## src/rtl/icv_pkg.sv

```systemverilog
// ----------------------------------------------------------------------------
// icv_pkg: shared types and constants for the 3x3 convolution unit
// Pixel, column and window types, the result item, register indexes and the
// fixed arithmetic widths of the multiply/accumulate pipeline.
// ----------------------------------------------------------------------------
package icv_pkg;

  localparam int CFG_IDX_W  = 3;
  localparam int CFG_DATA_W = 48;
  localparam int SIZE_W     = 11;
  localparam int SIZE_RESET = 1024;

  localparam logic [CFG_DATA_W-1:0] COEF_TOP_RESET = 48'h0000_0000_0000;
  localparam logic [CFG_DATA_W-1:0] COEF_MID_RESET = 48'h0000_1000_0000;
  localparam logic [CFG_DATA_W-1:0] COEF_BOT_RESET = 48'h0000_0000_0000;

  localparam logic CMD_DRAIN = 1'b1;

  localparam int COEF_W     = 16;
  localparam int PROD_W     = 25;
  localparam int PSUM_W     = 27;
  localparam int SUM_W      = 29;
  localparam int FRAC_BITS  = 12;
  localparam int ROUND_HALF = 2048;

  localparam int FIFO_DEPTH = 8;
  localparam int FIFO_PTR_W = 3;
  localparam int FIFO_CNT_W = 4;

  typedef enum logic [CFG_IDX_W-1:0] {
    REG_IMAGE_WIDTH  = 3'd0,
    REG_IMAGE_HEIGHT = 3'd1,
    REG_COEF_TOP     = 3'd2,
    REG_COEF_MID     = 3'd3,
    REG_COEF_BOTTOM  = 3'd4
  } cfg_reg_t;

  typedef logic [7:0] pixel_t;

  // one column of the neighborhood: rows y-1, y, y+1 (already clamped)
  typedef struct packed {
    pixel_t top;
    pixel_t mid;
    pixel_t bot;
  } column_t;

  typedef struct packed {
    column_t left;
    column_t center;
    column_t right;
  } window_t;

  // line store entry: the two most recent rows of one column
  typedef struct packed {
    pixel_t newer;
    pixel_t older;
  } line_ent_t;

  typedef struct packed {
    logic row_last;
    logic frame_last;
  } pos_flags_t;

  typedef struct packed {
    pixel_t pixel;
    logic   row_last;
    logic   frame_last;
  } out_item_t;

  // control carried from the accept stage into the line store read stage
  typedef struct packed {
    logic valid;
    logic pix;
    logic row0;
    logic out_due;
    logic col0;
    logic left_v1;
    logic row_last;
    logic frame_last;
  } s1_ctl_t;

endpackage

```

## src/rtl/icv_mac.sv

```systemverilog
// ----------------------------------------------------------------------------
// icv_mac: 3x3 multiply/accumulate with rounding and saturation
// Three register stages: nine products, three row sums, final sum rounded
// half up, shifted by the Q4.12 fraction and clipped to 0..255.
// ----------------------------------------------------------------------------
module icv_mac (
  input  logic                                clk,
  input  logic                                rst_n,
  input  logic                                win_valid,
  input  icv_pkg::window_t                    win,
  input  icv_pkg::pos_flags_t                 win_flags,
  input  logic [icv_pkg::CFG_DATA_W-1:0]      coeff_row_top,
  input  logic [icv_pkg::CFG_DATA_W-1:0]      coeff_row_mid,
  input  logic [icv_pkg::CFG_DATA_W-1:0]      coeff_row_bottom,
  output logic                                res_valid,
  output icv_pkg::out_item_t                  res
);
  import icv_pkg::*;

  pixel_t                    pix [9];
  logic signed [COEF_W-1:0]  kern [9];

  logic signed [PROD_W-1:0]  prod_nxt [9];
  logic signed [PROD_W-1:0]  prod_r   [9];
  logic                      prod_valid_r;
  pos_flags_t                prod_flags_r;

  logic signed [PSUM_W-1:0]  psum_nxt [3];
  logic signed [PSUM_W-1:0]  psum_r   [3];
  logic                      psum_valid_r;
  pos_flags_t                psum_flags_r;

  logic signed [SUM_W-1:0]   sum_nxt;
  pixel_t                    sat_nxt;
  logic                      res_valid_r;
  out_item_t                 res_r;

  // window in dy*3+dx order; kernel is applied flipped
  always_comb begin
    pix[0] = win.left.top;
    pix[1] = win.center.top;
    pix[2] = win.right.top;
    pix[3] = win.left.mid;
    pix[4] = win.center.mid;
    pix[5] = win.right.mid;
    pix[6] = win.left.bot;
    pix[7] = win.center.bot;
    pix[8] = win.right.bot;
    for (int j = 0; j < 3; j++) begin
      kern[j]     = coeff_row_top[COEF_W*j +: COEF_W];
      kern[j + 3] = coeff_row_mid[COEF_W*j +: COEF_W];
      kern[j + 6] = coeff_row_bottom[COEF_W*j +: COEF_W];
    end
    for (int i = 0; i < 9; i++) begin
      prod_nxt[i] = $signed({1'b0, pix[i]}) * kern[8 - i];
    end
  end

  always_comb begin
    for (int r = 0; r < 3; r++) begin
      psum_nxt[r] = PSUM_W'(prod_r[3*r]) + PSUM_W'(prod_r[3*r + 1])
                  + PSUM_W'(prod_r[3*r + 2]);
    end
  end

  always_comb begin
    sum_nxt = SUM_W'(psum_r[0]) + SUM_W'(psum_r[1]) + SUM_W'(psum_r[2])
            + SUM_W'(ROUND_HALF);
    if (sum_nxt[SUM_W-1]) begin
      sat_nxt = 8'd0;
    end else if (|sum_nxt[SUM_W-2:FRAC_BITS+8]) begin
      sat_nxt = 8'd255;
    end else begin
      sat_nxt = sum_nxt[FRAC_BITS+7:FRAC_BITS];
    end
  end

  always_ff @(posedge clk) begin
    if (!rst_n) begin
      prod_valid_r <= 1'b0;
      psum_valid_r <= 1'b0;
      res_valid_r  <= 1'b0;
    end else begin
      prod_valid_r <= win_valid;
      psum_valid_r <= prod_valid_r;
      res_valid_r  <= psum_valid_r;
    end
  end

  always_ff @(posedge clk) begin
    prod_r       <= prod_nxt;
    prod_flags_r <= win_flags;
    psum_r       <= psum_nxt;
    psum_flags_r <= prod_flags_r;
    res_r.pixel      <= sat_nxt;
    res_r.row_last   <= psum_flags_r.row_last;
    res_r.frame_last <= psum_flags_r.frame_last;
  end

  assign res_valid = res_valid_r;
  assign res       = res_r;

endmodule

```

## config.mk

```make
export PLATFORM = sky130hd
export DESIGN_NAME = icv_mac
export DESIGN_NICKNAME = d
export VERILOG_FILES = /design/src/rtl/icv_pkg.sv /design/src/rtl/icv_mac.sv
export SDC_FILE = /design/constraint.sdc
export NUM_CORES = 2
export LEC_CHECK = 0
export ABC_AREA = 1
export BUFFER_PORTS_ARGS = -buffer_cell sky130_fd_sc_hd__buf_4
export CAP_MARGIN = 25
export CELL_PAD_IN_SITES_DETAIL_PLACEMENT = 1
export CELL_PAD_IN_SITES_GLOBAL_PLACEMENT = 2
export CORE_MARGIN = 2
export CORE_UTILIZATION = 30
export CTS_CLUSTER_SIZE = 14
export DETAILED_ROUTE_END_ITERATION = 10
export PLACE_DENSITY = 0.69
export SLEW_MARGIN = 5
export SYNTH_ARGS = -nofsm -noshare
export SYNTH_HDL_FRONTEND = slang
export SYNTH_SLANG_ARGS = --single-unit
```

## constraint.sdc

```tcl
create_clock -name clk -period 9.26 [get_ports clk]
set_input_delay 0.926 -clock clk [delete_from_list [all_inputs] [get_ports clk]]
set_output_delay 0.926 -clock clk [all_outputs]
set_load 0.01 [all_outputs]
```

---- After elaboration in Yosys (flattened, before gate mapping) ----
Cells that the tools add are included.
word-level totals
  bits in writable memories ............... 0
  latch bits .............................. 0
  ROM bits ................................ 0
  memories kept ........................... 0
  output and inout port bits .............. 11
  logic and storage cells ................. 42
  register bits after elaboration ......... 323
operators by class
  shift-type cells ........................ 0
  multipliers ............................. 9
  reduce and logical (&&, ||, !) cells .... 1
  equality and inequality tests ........... 0
  multiplexer cells ....................... 1
  div/mod/pow operators ................... 0
  $add $sub $neg .......................... 9
  bitwise operators ....................... 0
  magnitude comparators ................... 0
operator list
  operator                                                          count
  9-bit by 16-bit multiplier with 25-bit output                     9
  26-bit by 25-bit adder with 27-bit output                         3
  25-bit by 25-bit adder with 26-bit output                         3
  28-bit by 27-bit adder with 29-bit output                         1
  29-bit by 13-bit adder with 29-bit output, second input constant  1
  27-bit by 27-bit adder with 28-bit output                         1
  8-bit 2-to-1 mux                                                  1
  8-bit OR reduction                                                1

---- Depth between registers and ports, before layout ----
  depth after elaboration ................. 5
  gate-level depth with buffers ........... 24
  mapped depth without buffers ............ 22

---- Least setup slack after synthesis ----
OpenSTA, ideal clock, no wires.
  kind .................................... input to register
  start point ............................. in win[16] in the netlist's numbering
  end point ............................... reg prod_r[172] in the netlist's numbering
  stages on the path ...................... 20
  setup slack ............................. 4123 ps
  arrival time ............................ 5017 ps
  library setup time ...................... 121 ps
  path buffers ............................ 2
  path through ............................ clkbuf_1 > clkbuf_1 > nand2_1 > fa_1 > inv_1 > fa_1 > fa_1 > inv_1 > fa_1 > inv_1 > ha_1 > a21oi_1 > o21ai_0 > a21oi_1 > inv_1 > a21oi_2 > o21bai_1 > nand2_1 > nand2_1 > xor2_1
RTL lines
  element               RTL line       source
  start, declared       icv_mac.sv:10  input icv_pkg::window_t win,
  end signal, assigned  icv_mac.sv:91  prod_r <= prod_nxt;
  end, declared         icv_mac.sv:24  logic signed [PROD_W-1:0] prod_r [9];

==> results.tsv <==
stage	metric	value	unit
cells_and_area	stdcell_count	9923	
global_route	antenna_found_initial	1	
floorplan	ios	232	
clocking	numClockSinks	323	
place	portBuffers	231	
synth	synth-seq-cells	323	
worst_hold_path	worstHoldPathType	flip-flop to flip-flop	
clocking	path_clk_slew	60	ps
sta	finalHoldViolCount	0	
cells_and_area	drive_gt1_share	4.87	%
drt	dr.pass1.iters	5	
sta	slew_violations	0	
global_route	grt_overflow	0	
global_route	grt_pass1_vias	49721	
floorplan	die_height	442	um
sta	timing.final.crit_share	53.1	%
setup_path	path_class	primary input to flip-flop	
synth	synth_edf_count	0	
drt	vias_per_cell	4.40	
clocking	ctsHoldBuffers	0	
global_route	grt_pass1_wl	268000	um
cells_and_area	areaGrowthSynthToFinish	9.25	%
sta	tightest_slew	519	ps
cells_and_area	num-fill-cells	23122	
setup_path	crit_arrival	5350	ps
synth	netlist_area	57700	sq um
drt	post-route-drc-count	0	
synth	synthFlopType	dfxtp_1	
run	maxCapViolations	0	
clocking	numCtsBuffers	42	
sta	finClkSkew	68.5	ps
sta	finalCriticalPeriod	4910	ps
synth	syn-num-nets	9212	
clocking	clockBufferDepth	3	
clocking	cts_root_buffer	clkbuf_16	
synth	avgSynthCellArea	7.80	sq um
sta	max_freq	0.204	GHz
cells_and_area	seq_area	6470	sq um
clocking	cts_setup_buffers	0	
cells_and_area	multiInputGateArea	41700	sq um
place	dp_hpwl	141000	um
synth	ys_warn_count	0	
place	routabilityCongestion	0.821	
synth	syn_inst	7392	
floorplan	die_w	442	um
synth	ys_seq_area_share	11.2	%
clocking	insertion_delay	620	ps
floorplan	start_util	30.3	%
sta	setup_viol	0	
cells_and_area	final_nets	9198	
floorplan	row_count	160	
floorplan	dieArea	196000	sq um
drt	wl_per_cell	16.3	um
global_route	grt_max_degree	17	
drt	drt_iter0_drc	1496	
cells_and_area	diodes	0	
setup_path	cp.required	9700	ps
outcome	status	complete, no violations	
floorplan	design.core.area	191000	sq um
clocking	ctsResizeCount	0	
clocking	cts_tree	yes	
synth	async_flop_share	0	%
drt	drt-total-wl	162000	um
synth	ys_types	47	
drt	ant_nets	0	
clocking	cts_max_level	2	
setup_path	worst_setup_path_start_kind	primary input	
place	dp_cells	9845	
sta	max-slew-margin-rel	65.0	%
setup_path	cp-end-kind	flip-flop	
global_route	grtUsageTotal	17.0	%
sta	rsz0062_at_grt	no	
sta	whs	325	ps
setup_path	cp_max_fo	16	
drt	vias	43700	
sta	tns	0	ps
==> worst max-delay path: stages <==
cell	delay (ps)
buf_4	210
nand2_1	110
fa_1	560
inv_1	60
fa_1	490
inv_1	50
fa_1	490
fa_1	510
inv_1	40
ha_1	340
inv_1	70
o21ai_0	120
a31oi_1	260
inv_1	100
a21oi_1	330
o21ai_0	190
a21oi_1	200
xnor2_1	270
==> stage by stage <==
| stage | util [%] | area (sq um) | worst slack [ps] |
|---|---|---|---|
| after floorplan | - | 57700 | 4120 |
| after global placement | 32.2 | 61400 | 3810 |
| after detailed placement | 32.2 | 61400 | 3820 |
| after CTS | 33.0 | 63000 | 4430 |
| after global routing | 33.0 | 63000 | 4200 |
| final | 33.0 | 63000 | 4350 |
==> layout by cell type (no fill, tap or decap), types with 8 or more instances in the layout <==
cell / count
a21o_1: 19
a21oi_1: 292
a31oi_1: 16
buf_4: 231
clkbuf_16: 43
dfxtp_1: 323
fa_1: 1022
ha_1: 577
inv_1: 2232
nand2_1: 1706
nand2_2: 11
nand3_1: 137
nand4_1: 37
nor2_1: 151
nor3_1: 32
nor4_1: 13
o211ai_1: 16
o21a_1: 8
o21ai_0: 119
o21ai_1: 16
o21ai_2: 9
o21bai_1: 25
xnor2_1: 112
xor2_1: 168
==> synthesized netlist by cell type (2+ instances only) <==
library cell,instances,area (sq um)
inv_1,2232,8380
nand2_1,1706,6400
fa_1,1022,20500
ha_1,577,7220
dfxtp_1,323,6470
a21oi_1,292,1460
clkbuf_1,248,931
xor2_1,168,1470
nor2_1,151,567
nand3_1,137,686
o21ai_0,119,596
xnor2_1,112,981
clkbuf_2,40,200
nand4_1,37,231
nor3_1,32,160
o21bai_1,25,188
a21o_1,19,143
a31oi_1,16,100
o211ai_1,16,120
o21ai_1,16,80.1
nor4_1,13,81.3
nand2_2,11,68.8
o21ai_2,9,78.8
o21a_1,8,60.1
a21boi_0,7,52.6
nor2_2,7,43.8
a21oi_2,6,52.6
inv_2,5,18.8
nand3_2,4,40.0
a211oi_1,3,22.5
and2_1,3,18.8
and3_1,3,18.8
nor2_4,3,33.8
o31ai_1,3,22.5
a21boi_1,2,15.0
a221oi_1,2,17.5
a41oi_1,2,17.5
nor3_2,2,20.0
o2111ai_1,2,17.5
o21bai_2,2,22.5
==> final cells by class <==
class / count / area share, %
Clock buffer: 50 / 1.86
Clock inverter: 28 / 0.665
Inverter: 2237 / 13.3
Multi-Input combinational cell: 4543 / 66.1
Sequential cell: 323 / 10.3
Tap cell: 2511 / 4.99
Timing Repair Buffer: 231 / 2.75
==> routing by layer <==
layer / wire length (um) / GRT usage, % / vias up
met1: 77000 / 23.0 / 22045
li1: - / - / 21180
met2: 79600 / 30.0 / 354
met3: 2980 / 1.14 / 121
met4: 2620 / 2.90 / 0
met5: 0 / 0 / -
==> cell families after synthesis <==
family	after synthesis	synth area share, %
compound gates	552	5.37
fa+ha+maj	1599	48.0
buf+inv	2526	16.5
flops	323	11.2
simple gates	2111	14.6
xor+xnor	281	4.30
==> flip-flops by register name, indices dropped and copies added, names as in the netlist <==
signal and cells:
psum_flags_r 2, prod_r 225, res_valid 1, res 10
psum_r 81, psum_valid_r 1, prod_flags_r 2, prod_valid_r 1
==> final timing paths <==
| path | start | end | slack [ps] | depth (start not counted) |
|---|---|---|---|---|
| max | win[32] | prod_r[118]$_DFF_P_ | 4350 | 18 |
| max reg2reg | psum_r[61]$_DFF_P_ | res[9]$_SDFF_PP0_ | 5900 | 18 |
| min reg2reg | prod_flags_r[1]$_DFF_P_ | psum_flags_r[1]$_DFF_P_ | 320 | 0 |
| min | prod_flags_r[1]$_DFF_P_ | psum_flags_r[1]$_DFF_P_ | 320 | 0 |
Power is not shown: default switching activity piles up to over one toggle a cycle in this logic, so the estimate is an artifact.
